`config.mk`:
```
export PLATFORM = sky130hd
export DESIGN_NAME = lcg48_random_generator_flat
export DESIGN_NICKNAME = d
export VERILOG_FILES = /design/src/lcg48_pkg.sv /design/src/lcg48_ifs.sv /design/src/lcg48_step.sv /design/src/lcg48_div.sv /design/src/lcg48_random_generator.sv /design/src/flat_wrapper.sv
export SDC_FILE = /design/constraint.sdc
export NUM_CORES = 2
export LEC_CHECK = 0
export BUFFER_PORTS_ARGS = -buffer_cell sky130_fd_sc_hd__buf_2
export CAP_MARGIN = 20
export CORE_MARGIN = 4
export CORE_UTILIZATION = 34
export DETAILED_ROUTE_END_ITERATION = 16
export PLACE_DENSITY = 0.6
export SLEW_MARGIN = 15
export SYNTH_ARGS = -nofsm -noshare
export SYNTH_HDL_FRONTEND = slang
export SYNTH_HIERARCHICAL = 1
export SYNTH_SLANG_ARGS = --single-unit
```
`constraint.sdc`:
```
create_clock -name clock -period 10.3 [get_ports clock]
set_input_delay 1.03 -clock clock [delete_from_list [all_inputs] [get_ports clock]]
set_output_delay 1.03 -clock clock [all_outputs]
set_load 0.03 [all_outputs]
```
`src/lcg48_pkg.sv`:
```
// shared types and constants for the 48-bit lcg generator
`timescale 1ns / 1ps

package lcg48_pkg;

   localparam int STATE_W  = 48;
   localparam int MULT_W   = 35;
   localparam int DRAW31_W = 31;
   localparam int VALUE_W  = 64;
   localparam int TYPE_W   = 3;
   localparam int COUNT_W  = 6;

   localparam logic [MULT_W-1:0]  LCG_MULT   = 35'h5_DEEC_E66D;
   localparam logic [STATE_W-1:0] LCG_MULT48 = {13'd0, LCG_MULT};
   localparam logic [STATE_W-1:0] LCG_INC    = 48'hB;

   // request codes
   localparam logic [TYPE_W-1:0] REQ_RESEED    = 3'd0;
   localparam logic [TYPE_W-1:0] REQ_NEXT_BITS = 3'd1;
   localparam logic [TYPE_W-1:0] REQ_BOUNDED   = 3'd2;
   localparam logic [TYPE_W-1:0] REQ_LONG      = 3'd3;
   localparam logic [TYPE_W-1:0] REQ_FLOAT     = 3'd4;
   localparam logic [TYPE_W-1:0] REQ_DOUBLE    = 3'd5;

   typedef struct packed {
      logic               done;
      logic [STATE_W-1:0] state;
   } step_out_type;

   typedef struct packed {
      logic                go;
      logic [DRAW31_W-1:0] dividend;
      logic [DRAW31_W-1:0] divisor;
   } div_in_type;

   typedef struct packed {
      logic                done;
      logic [DRAW31_W-1:0] rem;
   } div_out_type;

endpackage

```
`src/lcg48_ifs.sv`:
```
// request and response channel interfaces of the lcg generator
`timescale 1ns / 1ps

interface lcg48_req_if;
   logic               valid;
   logic               ready;
   logic [2:0]         req_type;
   logic signed [63:0] seed_value;
   logic [5:0]         bit_count;
   logic [30:0]        bound;

   modport source (output valid, req_type, seed_value, bit_count, bound, input ready);
   modport sink (input valid, req_type, seed_value, bit_count, bound, output ready);
endinterface

interface lcg48_rsp_if;
   logic               valid;
   logic               ready;
   logic signed [63:0] value;

   modport source (output valid, value, input ready);
   modport sink (input valid, value, output ready);
endinterface

```
`src/lcg48_step.sv`:
```
// one lcg step: state * multiplier + increment, 16 state bits per cycle
`timescale 1ns / 1ps

module lcg48_step (
   input  logic                          clock,
   input  logic                          reset,
   input  logic                          go,
   input  logic [lcg48_pkg::STATE_W-1:0] state_src,
   output lcg48_pkg::step_out_type       step_out
);
   import lcg48_pkg::*;

   logic               busy_ff, busy_in;
   logic               done_ff, done_in;
   logic [1:0]         phase_ff, phase_in;
   logic [STATE_W-1:0] src_ff, src_in;
   logic [STATE_W-1:0] prod_ff, prod_in;
   logic [STATE_W-1:0] acc_ff, acc_in;
   logic [15:0]        chunk;
   logic [50:0]        mul_full;

   always_comb begin
      case (phase_ff)
         2'd0:    chunk = src_ff[15:0];
         2'd1:    chunk = src_ff[31:16];
         default: chunk = src_ff[47:32];
      endcase
      mul_full = 51'(chunk) * 51'(LCG_MULT);
   end

   always_comb begin
      busy_in  = busy_ff;
      done_in  = 1'b0;
      phase_in = phase_ff;
      src_in   = src_ff;
      prod_in  = prod_ff;
      acc_in   = acc_ff;
      if (go) begin
         busy_in  = 1'b1;
         phase_in = 2'd0;
         src_in   = state_src;
         acc_in   = LCG_INC;
      end else if (busy_ff) begin
         phase_in = phase_ff + 2'd1;
         // partial products land in the cycle after they are formed
         if (phase_ff != 2'd0) begin
            acc_in = acc_ff + prod_ff;
         end
         case (phase_ff)
            2'd0:    prod_in = mul_full[47:0];
            2'd1:    prod_in = {mul_full[31:0], 16'd0};
            2'd2:    prod_in = {mul_full[15:0], 32'd0};
            default: prod_in = '0;
         endcase
         if (phase_ff == 2'd3) begin
            busy_in = 1'b0;
            done_in = 1'b1;
         end
      end
   end

   always_ff @(posedge clock) begin
      if (reset) begin
         busy_ff  <= 1'b0;
         done_ff  <= 1'b0;
         phase_ff <= 2'd0;
      end else begin
         busy_ff  <= busy_in;
         done_ff  <= done_in;
         phase_ff <= phase_in;
      end
      src_ff  <= src_in;
      prod_ff <= prod_in;
      acc_ff  <= acc_in;
   end

   assign step_out.done  = done_ff;
   assign step_out.state = acc_ff;

endmodule

```
`src/lcg48_div.sv`:
```
// restoring remainder unit, one quotient bit per cycle
`timescale 1ns / 1ps

module lcg48_div (
   input  logic                   clock,
   input  logic                   reset,
   input  lcg48_pkg::div_in_type  div_in,
   output lcg48_pkg::div_out_type div_out
);
   import lcg48_pkg::*;

   localparam int CNT_W = $clog2(DRAW31_W);

   logic                busy_ff, busy_in;
   logic                done_ff, done_in;
   logic [CNT_W-1:0]    cnt_ff, cnt_in;
   logic [DRAW31_W-1:0] dvd_ff, dvd_in;
   logic [DRAW31_W-1:0] dsr_ff, dsr_in;
   logic [DRAW31_W-1:0] rem_ff, rem_in;
   logic [DRAW31_W:0]   trial;

   assign trial = {rem_ff, dvd_ff[DRAW31_W-1]};

   always_comb begin
      busy_in = busy_ff;
      done_in = 1'b0;
      cnt_in  = cnt_ff;
      dvd_in  = dvd_ff;
      dsr_in  = dsr_ff;
      rem_in  = rem_ff;
      if (div_in.go) begin
         busy_in = 1'b1;
         cnt_in  = CNT_W'(DRAW31_W - 1);
         dvd_in  = div_in.dividend;
         dsr_in  = div_in.divisor;
         rem_in  = '0;
      end else if (busy_ff) begin
         dvd_in = {dvd_ff[DRAW31_W-2:0], 1'b0};
         if (trial >= {1'b0, dsr_ff}) begin
            rem_in = DRAW31_W'(trial - {1'b0, dsr_ff});
         end else begin
            rem_in = trial[DRAW31_W-1:0];
         end
         cnt_in = cnt_ff - CNT_W'(1);
         if (cnt_ff == '0) begin
            busy_in = 1'b0;
            done_in = 1'b1;
         end
      end
   end

   always_ff @(posedge clock) begin
      if (reset) begin
         busy_ff <= 1'b0;
         done_ff <= 1'b0;
         cnt_ff  <= '0;
      end else begin
         busy_ff <= busy_in;
         done_ff <= done_in;
         cnt_ff  <= cnt_in;
      end
      dvd_ff <= dvd_in;
      dsr_ff <= dsr_in;
      rem_ff <= rem_in;
   end

   assign div_out.done = done_ff;
   assign div_out.rem  = rem_ff;

endmodule

```
`src/lcg48_random_generator.sv`:
```
// top level of the 48-bit lcg random generator with its request sequencer
//
//  channel   dir  handshake            payload
//  req_chan  in   valid/ready          req_type, seed_value, bit_count, bound
//  rsp_chan  out  valid/ready          value (one per request)
//
// one request at a time; req_chan.ready is high only while the sequencer is idle
// each lcg step runs in the shared 16x35 multiplier slice unit
// bounded int: multiply path for a power-of-two bound, else a remainder-unit pass per draw attempt,
//   repeated while the rejection test fails
// synchronous reset loads the state as seeded with zero; a stalled rsp_chan holds
//   the finished value in the output register while the next request is taken
`timescale 1ns / 1ps

module lcg48_random_generator (
   input logic clock,
   input logic reset,
   lcg48_req_if.sink   req_chan,
   lcg48_rsp_if.source rsp_chan
);
   import lcg48_pkg::*;

   // sequencer states
   localparam logic [2:0] S_IDLE   = 3'd0;
   localparam logic [2:0] S_STEP   = 3'd1;
   localparam logic [2:0] S_MUL    = 3'd2;
   localparam logic [2:0] S_DIV    = 3'd3;
   localparam logic [2:0] S_FINISH = 3'd4;

   logic [2:0]          state_ff, state_in;
   logic [STATE_W-1:0]  lcg_state_ff, lcg_state_in;
   logic [TYPE_W-1:0]   type_ff, type_in;
   logic [COUNT_W-1:0]  nbits_ff, nbits_in;
   logic [DRAW31_W-1:0] bound_ff, bound_in;
   logic [DRAW31_W-1:0] d_ff, d_in;
   logic [31:0]         first_ff, first_in;
   logic                draw2_ff, draw2_in;
   logic [VALUE_W-1:0]  result_ff, result_in;
   logic                rsp_valid_ff, rsp_valid_in;
   logic [VALUE_W-1:0]  rsp_value_ff, rsp_value_in;

   logic               req_accept;
   logic               step_go;
   logic [STATE_W-1:0] step_src;
   step_out_type       step_out;
   div_in_type         div_in;
   div_out_type        div_out;

   logic [31:0]              top32;
   logic [5:0]               nb_sat;
   logic [4:0]               bits_shift;
   logic [31:0]              bits_val;
   logic                     bound_pow2;
   logic [2*DRAW31_W-1:0]    mul_prod;
   logic [31:0]              reject_sum;
   logic                     out_load;

   lcg48_step u_step (
      .clock     (clock),
      .reset     (reset),
      .go        (step_go),
      .state_src (step_src),
      .step_out  (step_out)
   );

   lcg48_div u_div (
      .clock   (clock),
      .reset   (reset),
      .div_in  (div_in),
      .div_out (div_out)
   );

   assign req_chan.ready = (state_ff == S_IDLE);
   assign req_accept     = req_chan.valid && req_chan.ready;

   // top bit_count bits of the fresh state, saturated at 32
   assign top32 = step_out.state[47:16];
   always_comb begin
      nb_sat     = (nbits_ff > 6'd32) ? 6'd32 : nbits_ff;
      bits_shift = 5'(6'd32 - nb_sat);
      bits_val   = (nb_sat == 6'd0) ? 32'd0 : (top32 >> bits_shift);
   end

   assign bound_pow2 = ((bound_ff & (~bound_ff + 31'd1)) == bound_ff);
   assign mul_prod   = (2*DRAW31_W)'(d_ff) * (2*DRAW31_W)'(bound_ff);
   // rejection when d - r + (bound - 1) overflows a signed 32-bit int
   assign reject_sum = 32'(d_ff) - 32'(div_out.rem) + 32'(bound_ff) - 32'd1;
   assign out_load   = (state_ff == S_FINISH) && (!rsp_valid_ff || rsp_chan.ready);

   always_comb begin
      state_in        = state_ff;
      lcg_state_in    = lcg_state_ff;
      type_in         = type_ff;
      nbits_in        = nbits_ff;
      bound_in        = bound_ff;
      d_in            = d_ff;
      first_in        = first_ff;
      draw2_in        = draw2_ff;
      result_in       = result_ff;
      step_go         = 1'b0;
      step_src        = lcg_state_ff;
      div_in.go       = 1'b0;
      div_in.dividend = step_out.state[47:17];
      div_in.divisor  = bound_ff;

      unique case (state_ff)
         S_IDLE: begin
            if (req_accept) begin
               type_in  = req_chan.req_type;
               nbits_in = req_chan.bit_count;
               bound_in = req_chan.bound;
               draw2_in = 1'b0;
               unique case (req_chan.req_type) inside
                  REQ_RESEED: begin
                     lcg_state_in = req_chan.seed_value[STATE_W-1:0] ^ LCG_MULT48;
                     result_in    = '0;
                     state_in     = S_FINISH;
                  end
                  REQ_NEXT_BITS, REQ_LONG, REQ_FLOAT, REQ_DOUBLE: begin
                     step_go  = 1'b1;
                     state_in = S_STEP;
                  end
                  REQ_BOUNDED: begin
                     // zero bound draws nothing
                     if (req_chan.bound == '0) begin
                        result_in = '0;
                        state_in  = S_FINISH;
                     end else begin
                        step_go  = 1'b1;
                        state_in = S_STEP;
                     end
                  end
                  default: begin
                     result_in = '0;
                     state_in  = S_FINISH;
                  end
               endcase
            end
         end

         S_STEP: begin
            if (step_out.done) begin
               lcg_state_in = step_out.state;
               unique case (type_ff) inside
                  REQ_NEXT_BITS: begin
                     result_in = {{32{bits_val[31]}}, bits_val};
                     state_in  = S_FINISH;
                  end
                  REQ_FLOAT: begin
                     result_in = {40'd0, step_out.state[47:24]};
                     state_in  = S_FINISH;
                  end
                  REQ_LONG: begin
                     if (!draw2_ff) begin
                        first_in = top32;
                        draw2_in = 1'b1;
                        step_go  = 1'b1;
                        step_src = step_out.state;
                     end else begin
                        result_in = {first_ff, 32'd0} + {{32{top32[31]}}, top32};
                        state_in  = S_FINISH;
                     end
                  end
                  REQ_DOUBLE: begin
                     if (!draw2_ff) begin
                        first_in = {6'd0, step_out.state[47:22]};
                        draw2_in = 1'b1;
                        step_go  = 1'b1;
                        step_src = step_out.state;
                     end else begin
                        result_in = {11'd0, first_ff[25:0], step_out.state[47:21]};
                        state_in  = S_FINISH;
                     end
                  end
                  REQ_BOUNDED: begin
                     d_in = step_out.state[47:17];
                     if (bound_pow2) begin
                        state_in = S_MUL;
                     end else begin
                        div_in.go = 1'b1;
                        state_in  = S_DIV;
                     end
                  end
                  default: begin
                     result_in = '0;
                     state_in  = S_FINISH;
                  end
               endcase
            end
         end

         S_MUL: begin
            result_in = {33'd0, mul_prod[2*DRAW31_W-1:DRAW31_W]};
            state_in  = S_FINISH;
         end

         S_DIV: begin
            if (div_out.done) begin
               if (reject_sum[31]) begin
                  step_go  = 1'b1;
                  state_in = S_STEP;
               end else begin
                  result_in = {33'd0, div_out.rem};
                  state_in  = S_FINISH;
               end
            end
         end

         S_FINISH: begin
            if (out_load) begin
               state_in = S_IDLE;
            end
         end

         default: begin
            state_in = S_IDLE;
         end
      endcase
   end

   // output register
   always_comb begin
      rsp_valid_in = rsp_valid_ff && !rsp_chan.ready;
      rsp_value_in = rsp_value_ff;
      if (out_load) begin
         rsp_valid_in = 1'b1;
         rsp_value_in = result_ff;
      end
   end

   always_ff @(posedge clock) begin
      if (reset) begin
         state_ff     <= S_IDLE;
         lcg_state_ff <= LCG_MULT48;
         rsp_valid_ff <= 1'b0;
         draw2_ff     <= 1'b0;
      end else begin
         state_ff     <= state_in;
         lcg_state_ff <= lcg_state_in;
         rsp_valid_ff <= rsp_valid_in;
         draw2_ff     <= draw2_in;
      end
      type_ff      <= type_in;
      nbits_ff     <= nbits_in;
      bound_ff     <= bound_in;
      d_ff         <= d_in;
      first_ff     <= first_in;
      result_ff    <= result_in;
      rsp_value_ff <= rsp_value_in;
   end

   assign rsp_chan.valid = rsp_valid_ff;
   assign rsp_chan.value = rsp_value_ff;

   // a reseed transaction loads the masked seed xor multiplier
   a_reseed_load: assert property (@(posedge clock) disable iff (reset)
      req_accept && (req_chan.req_type == REQ_RESEED) |=>
         lcg_state_ff == ($past(req_chan.seed_value[STATE_W-1:0]) ^ LCG_MULT48))
      else $error("reseed did not load the state");

   // the step unit only finishes while the sequencer waits on it
   a_step_done_state: assert property (@(posedge clock) disable iff (reset)
      step_out.done |-> state_ff == S_STEP)
      else $error("step unit finished outside the step state");

   // the remainder unit only finishes while the sequencer waits on it
   a_div_done_state: assert property (@(posedge clock) disable iff (reset)
      div_out.done |-> state_ff == S_DIV)
      else $error("remainder unit finished outside the divide state");

   // a bounded draw stays below its bound
   a_bounded_range: assert property (@(posedge clock) disable iff (reset)
      out_load && (type_ff == REQ_BOUNDED) && (bound_ff != '0) |->
         result_ff < {33'd0, bound_ff})
      else $error("bounded draw out of range");

endmodule

```
`src/flat_wrapper.sv`:
```
// flat-port wrapper written by rule: the top's interface ports become plain ports
module lcg48_random_generator_flat import lcg48_pkg::*;
  (clock, reset, req_chan_valid, req_chan_req_type, req_chan_seed_value, req_chan_bit_count, req_chan_bound, req_chan_ready, rsp_chan_valid, rsp_chan_value, rsp_chan_ready);
  lcg48_req_if req_chan_i ();
  lcg48_rsp_if rsp_chan_i ();
  input logic clock;
  input logic reset;
  input wire logic [$bits(req_chan_i.valid)-1:0] req_chan_valid;
  input wire logic [$bits(req_chan_i.req_type)-1:0] req_chan_req_type;
  input wire logic [$bits(req_chan_i.seed_value)-1:0] req_chan_seed_value;
  input wire logic [$bits(req_chan_i.bit_count)-1:0] req_chan_bit_count;
  input wire logic [$bits(req_chan_i.bound)-1:0] req_chan_bound;
  output wire logic [$bits(req_chan_i.ready)-1:0] req_chan_ready;
  output wire logic [$bits(rsp_chan_i.valid)-1:0] rsp_chan_valid;
  output wire logic [$bits(rsp_chan_i.value)-1:0] rsp_chan_value;
  input wire logic [$bits(rsp_chan_i.ready)-1:0] rsp_chan_ready;
  assign req_chan_i.valid = req_chan_valid;
  assign req_chan_i.req_type = req_chan_req_type;
  assign req_chan_i.seed_value = req_chan_seed_value;
  assign req_chan_i.bit_count = req_chan_bit_count;
  assign req_chan_i.bound = req_chan_bound;
  assign req_chan_ready = req_chan_i.ready;
  assign rsp_chan_valid = rsp_chan_i.valid;
  assign rsp_chan_value = rsp_chan_i.value;
  assign rsp_chan_i.ready = rsp_chan_ready;
  lcg48_random_generator u_core (.clock(clock), .reset(reset), .req_chan(req_chan_i), .rsp_chan(rsp_chan_i));
endmodule
```
==> Word-level counts from Yosys, hierarchy flattened <==
Cells that the tools add are included.
{ "classes": {"eq_ne": 33, "muxes": 67, "shifts": 1, "addsub": 10, "n_reduce_logical": 32, "multipliers": 2, "order_cmp": 2, "bitwise": 6} }
{ "op_table": {"columns": ["cell", "n"], "rows": [
  ["64-bit two-way mux", 7],
  ["48-bit two-way mux", 7],
  ["64-bit one-hot mux with 5 select lines", 1],
  ["64-bit one-hot mux with 4 select lines", 1],
  ["48-bit one-hot mux with 3 select lines", 1],
  ["64-bit one-hot mux with 2 select lines", 1],
  ["32-bit two-way mux", 3],
  ["48-bit one-hot mux with 2 select lines", 1],
  ["31-bit two-way mux", 3],
  ["64-bit adder", 1],
  ["32-bit one-hot mux with 2 select lines", 1],
  ["31-bit by 31-bit multiplier with 62-bit output", 1],
  ["48-bit adder", 1],
  ["16-bit by 35-bit multiplier with 48-bit output, second input constant", 1],
  ["32-bit by 31-bit adder with 32-bit output", 1],
  ["32-bit by 31-bit >= comparator with 1-bit output", 1],
  ["16-bit one-hot mux with 2 select lines", 1],
  ["32-bit by 5-bit >> shifter with 32-bit output", 1],
  ["31-bit by 31-bit subtractor with 32-bit output", 1],
  ["32-bit by 1-bit subtractor with 32-bit output, second input constant", 1],
  ["31-bit by 1-bit adder with 31-bit output, second input constant", 1],
  ["31-bit bitwise AND", 1],
  ["31-bit == test", 1],
  ["31-bit logical NOT", 1],
  ["42 further kinds", 113]
]} }
{ "totals": {"register_bits": 532, "input_bits": 108, "output_inout_bits": 66} }

==> Depth between registers and ports, before layout <==
{ "depth": {"depth_word": 9, "ltp_mapped": 31} }

==> Hierarchy <==
Netlist, hierarchy kept.
{ "by_module_without_submodules": {"columns": ["mod", "cells_each", "area_each_um2", "seq_area_each_um2", "instances"], "rows": [
  ["lcg48_random_generator", 4957, 46088.0, 7997.7, 1],
  ["lcg48_step", 1959, 18308.8, 3923.8, 1],
  ["lcg48_div", 581, 5736.8, 2622.5, 1]
]} }

==> Worst setup path before layout <==
Ideal clock, no wire load.
{ "synth_path": {"path_kind": "reg-to-reg", "startpoint": "register u_core.bound_ff[25]", "endpoint": "register u_core.u_step.prod_ff[0] (enable)", "path_stages_with_launch": 18, "synth_period_minus_slack_ns": 7.991, "setup_time_ns": 0.473, "arrival_time_ns": 7.518, "required_ns": 9.827, "n_path_buf": 4, "path_slack_ns": 2.309, "cell_sequence": "edfxtp_1 -> clkbuf_1 -> inv_1 -> buf_1 -> fa_1 -> inv_1 -> ha_1 -> a21o_1 -> a21oi_1 -> o21ai_0 -> a31oi_1 -> o21ai_0 -> nand3_1 -> nand3_1 -> o21ai_0 -> clkbuf_1 -> clkbuf_1 -> nor2b_1"} }
{ "synth_between": {"elab_chain_cells": 7} }
{ "synth_rtl": {"columns": ["element", "line", "text"], "rows": [
  ["start, declared", "lcg48_random_generator.sv:34", "logic [DRAW31_W-1:0] bound_ff, bound_in;"],
  ["start signal, assigned", "lcg48_random_generator.sv:245", "bound_ff <= bound_in;"],
  ["32-bit by 31-bit adder with 32-bit output", "lcg48_random_generator.sv:87", "assign reject_sum = 32'(d_ff) - 32'(div_out.rem) + 32'(bound_ff) - 32'd1;"],
  ["32-bit by 1-bit subtractor with 32-bit output", "lcg48_random_generator.sv:87", null],
  ["1-bit two-way mux", "lcg48_random_generator.sv:199", "if (reject_sum[31]) begin"],
  ["1-bit two-way mux", "lcg48_random_generator.sv:198", "if (div_out.done) begin"],
  ["1-bit one-hot mux with 3 select lines", "lcg48_random_generator.sv:106", "unique case (state_ff)"],
  ["net u_core.step_go", "lcg48_random_generator.sv:43", "logic step_go;"],
  ["1-bit inverter (no line)", null, null],
  ["2-bit AND reduction (no line)", null, null],
  ["end signal, assigned", "lcg48_step.sv:73", "prod_ff <= prod_in;"],
  ["end, declared", "lcg48_step.sv:17", "logic [STATE_W-1:0] prod_ff, prod_in;"]
]} }
The timed path passes the listed nets, and every way through them passes these cells.
A chain may end at the register's enable or synchronous reset.

==> Worst setup path in the final report <==
{ "layout_path": {"startpoint": "register u_core.bound_ff[7]", "endpoint": "register u_core.result_ff[23], data pin"} }
{ "layout_between": {"elab_chain_cells": 2} }
{ "layout_rtl": {"columns": ["element", "line", "text"], "rows": [
  ["31-bit by 31-bit multiplier with 62-bit output", "lcg48_random_generator.sv:85", "assign mul_prod = (2*DRAW31_W)'(d_ff) * (2*DRAW31_W)'(bound_ff);"],
  ["64-bit one-hot mux with 4 select lines", "lcg48_random_generator.sv:106", null],
  ["net u_core.result_in[23]", "lcg48_random_generator.sv:38", "logic [VALUE_W-1:0] result_ff, result_in;"],
  ["end signal, assigned", "lcg48_random_generator.sv:248", "result_ff <= result_in;"],
  ["end, declared", "lcg48_random_generator.sv:38", null]
]} }
The timed path passes the listed nets, and every way through them passes these cells.

==> out/qor.csv <==
stage,metric,value,unit
clocking,"Setup Fix Bufs, Post-CTS",0,
global_route,GRT Util Overall,23.1,%
clocking,hold bufs inserted after CTS,0,
timing,Peak Freq,103,MHz
logic_synthesis,sequential area share after synthesis,20.7,%
timing,Final period util,94.2,%
logic_synthesis,Netlist Area Pre-Place,70100,um2
critical_path,CP most frequent cell,fa_1,
finish,most frequent cells in the layout,"inv_1 (1334), fa_1 (1101), nand2_1 (891), nor2_1 (758), ha_1 (550)",
critical_path,arrival time of the worst setup path,10.04,ns
logic_synthesis,"Primary FF master, synth",edfxtp_1,
timing,Final setup violation count,0,
die,Rows,166,
route,routed length per placed instance,24.3,um
die,die height,462,um
logic_synthesis,syn nets,9256,
finish,"most common cell after layout, fill and taps aside",inv_1,
run,max_cap viols,0,
logic_synthesis,synth warn,6,
clocking,CTS Buf Count,51,
timing,clk_skew,0.0429,ns
timing,fin crit period,9.70,ns
critical_path,CP required,10.64,ns
timing,worst slew pin tran,1.19,ns
clocking,Clock Tree Root,clkbuf_16,
route,DRC viols,0,
timing,Fin. Hold Viols,0,
critical_path,Critical Path Sink Type,flip-flop,
clocking,clk buf depth,3,
place,Post-DP HPWL,194000,um
clocking,"Reg clk slew, reported paths",0.07,ns
route,vias,55900,
die,die width,462,um
critical_path,Top Family by Delay on Critical Path,adder cells,
global_route,vias in the first global route,56400,
die,total die area,214000,um2
route,drt pass-1 iters,8,
route,Post-DRT Antenna Nets,0,
finish,Nets,9306,
logic_synthesis,"flops & latches, synth",532,
clocking,Resized cells post-CTS,0,
logic_synthesis,number of enable flip-flop cells after synthesis,389,
critical_path,CP Class,flip-flop to flip-flop,
status,status,"complete, no violations",
clocking,worst skew pair latency,0.66,ns
global_route,initial antenna violation count,20,
finish,fraction of layout instances using a drive strength above 1,8.37,%
global_route,"Remaining Overflow, GRT",0,
place,gpl congestion,1.00,
logic_synthesis,Syn Inst Count,7497,
worst_hold_path,Hold Crit Class,flip-flop to flip-flop,
die,Initial Util,34.2,%
route,initial detailed-routing violation count,6314,
critical_path,Max stage delay on crit path,1.10,ns
route,Via density,5.43,
timing,RSZ-0062 raised after global routing,no,
critical_path,Crit Path Max Fanout,13,
finish,synthesis-to-layout area growth,8.81,%
logic_synthesis,ys async rst share,0,%
critical_path,Startpoint Class,flip-flop,
global_route,first-pass GRT wire length,369000,um
timing,Final Max Tran Viols,0,
die,placeable core region,205000,um2
critical_path,crit path max-delay cell type,edfxtp_1,
timing,normalized max-slew margin,20.6,%
critical_path,Worst Path Buf+Inv,5,
global_route,largest net degree at the start of global routing,78,
clocking,H-tree depth,2,
route,Post-Route WL,250000,um
logic_synthesis,"Avg Cell Area, Syn",9.35,um2
clocking,clock sink count,532,
logic_synthesis,synth unique cells,117,
die,I/O pin cnt,174,
place,Port Buf Inserts,157,
timing,setup_tns,0,ns
clocking,CTS tree,built,
per-stage QoR:
step / hold slack, ns / util (%) / worst slack [ns] / area [um2] / std cells
6_report: 0.417 / 37.2 / 0.602 / 76300 / 10300
4_1_cts: 0.419 / 37.2 / 0.985 / 76200 / 10300
3_3_place_gp: 0.404 / 36.3 / 0.980 / 74500 / 10200
3_5_place_dp: 0.406 / 36.3 / 1.04 / 74500 / 10200
5_1_grt: 0.421 / 37.2 / 0.439 / 76300 / 10300
2_1_floorplan: 0.400 / - / 2.31 / 70100 / 7497
worst paths after layout:
kind	from	slack, ns	end	cells past startpoint
worst min register to register	u_core/result_ff[40]	0.42	u_core/rsp_chan.value[40]	0
worst max-delay path	u_core/bound_ff[7]	0.60	u_core/result_ff[23]	25
worst max register to register	u_core/bound_ff[7]	0.60	u_core/result_ff[23]	25
worst min-delay path	u_core/result_ff[40]	0.42	u_core/rsp_chan.value[40]	0
state kept, by name, summed over array words and instances, names as in the netlist, 2 cells and up:
name and cells:
u_core/rsp_chan.value 64, u_core/u_step/prod_ff 48, u_core/lcg_state_ff 48, u_core/first_ff 32, u_core/d_ff 31, u_core/u_step/acc_ff 48, u_core/result_ff 64, u_core/type_ff 3
u_core/u_div/cnt_ff 5, u_core/u_step/src_ff 48, u_core/u_div/rem_ff 31, u_core/state_ff 3, u_core/u_div/dsr_ff 31, u_core/bound_ff 31, u_core/nbits_ff 6, u_core/u_step/phase_ff 2
u_core/u_div/dvd_ff 31
synthesized netlist by cell type, drive strengths merged (14+ instances only):
master / instances / area share (%)
a211oi: 75 / 0.83
o211ai: 23 / 0.25
a21o: 111 / 1.2
a221oi: 18 / 0.22
a211o: 33 / 0.41
clkbuf: 300 / 1.7
xnor2: 91 / 1.2
o31ai: 17 / 0.22
a22o: 29 / 0.36
nor3: 50 / 0.37
a31oi: 31 / 0.28
o21ai: 199 / 1.4
fa: 1101 / 31
o21a: 33 / 0.35
and3: 32 / 0.30
nand3: 79 / 0.57
a222oi: 27 / 0.39
buf: 86 / 0.59
a311oi: 30 / 0.38
or3: 14 / 0.13
inv: 1335 / 7.1
xor2: 69 / 0.86
mux2: 86 / 1.4
nand4: 48 / 0.44
mux2i: 91 / 1.3
nor2b: 51 / 0.45
nand2: 895 / 4.8
a21oi: 335 / 2.4
clkinv: 19 / 0.10
ha: 550 / 9.8
nor2: 762 / 4.1
a2111oi: 14 / 0.25
and2: 60 / 0.54
a22oi: 21 / 0.22
nand3b: 23 / 0.25
o21bai: 29 / 0.31
edfxtp: 389 / 17
dfxtp: 143 / 4.1
o221ai: 19 / 0.25
nor4: 17 / 0.20
nand2b: 33 / 0.31
worst register-to-register path, stage by stage, from the launching register on:
cell	delay, ns
edfxtp_1	1.10
inv_1	0.65
nor2_1	0.31
fa_1	0.45
fa_1	0.58
inv_1	0.07
fa_1	0.50
fa_1	0.53
inv_1	0.06
fa_1	0.56
fa_1	0.43
fa_1	0.52
fa_1	0.42
ha_1	0.35
a21oi_1	0.15
o21ai_0	0.21
buf_4	0.21
nor3_1	0.29
nand4_1	0.38
nand3_1	0.34
buf_4	0.17
a211oi_2	0.10
nor2_1	0.28
o21bai_1	0.13
xnor2_1	0.46
o221ai_1	0.18
kinds of logic after synthesis:
family          count (synthesis)  synth area share [%]
xor+xnor                      160                  2.02
simple gates                 2102                  12.9
fa+ha+maj                    1654                  41.3
mux                           177                  2.68
buf+inv                      1740                  9.49
flops                         532                  20.7
compound gates               1132                  10.9
routing by layer:
layer  GRT usage (%)  up-vias  wire [um]
met5               0        -         42
met4            7.22        6       9690
met3            5.20      424      25500
met2            34.8     2712     107000
met1            33.1    28400     107000
li1                -    24300          -
layout make-up:
| type | count | area [um2] |
|---|---|---|
| Antenna cell | 5 | 12.5 |
| Clock buffer | 61 | 1360 |
| Clock inverter | 35 | 397 |
| Fill cell | 20500 | 129000 |
| Inverter | 1354 | 5080 |
| Multi-Input combinational cell | 5225 | 49000 |
| Sequential cell | 532 | 14500 |
| Tap cell | 2688 | 3360 |
| Timing Repair Buffer | 383 | 2550 |
Power is not shown: default switching activity piles up to over one toggle a cycle in this logic, so the estimate is an artifact.
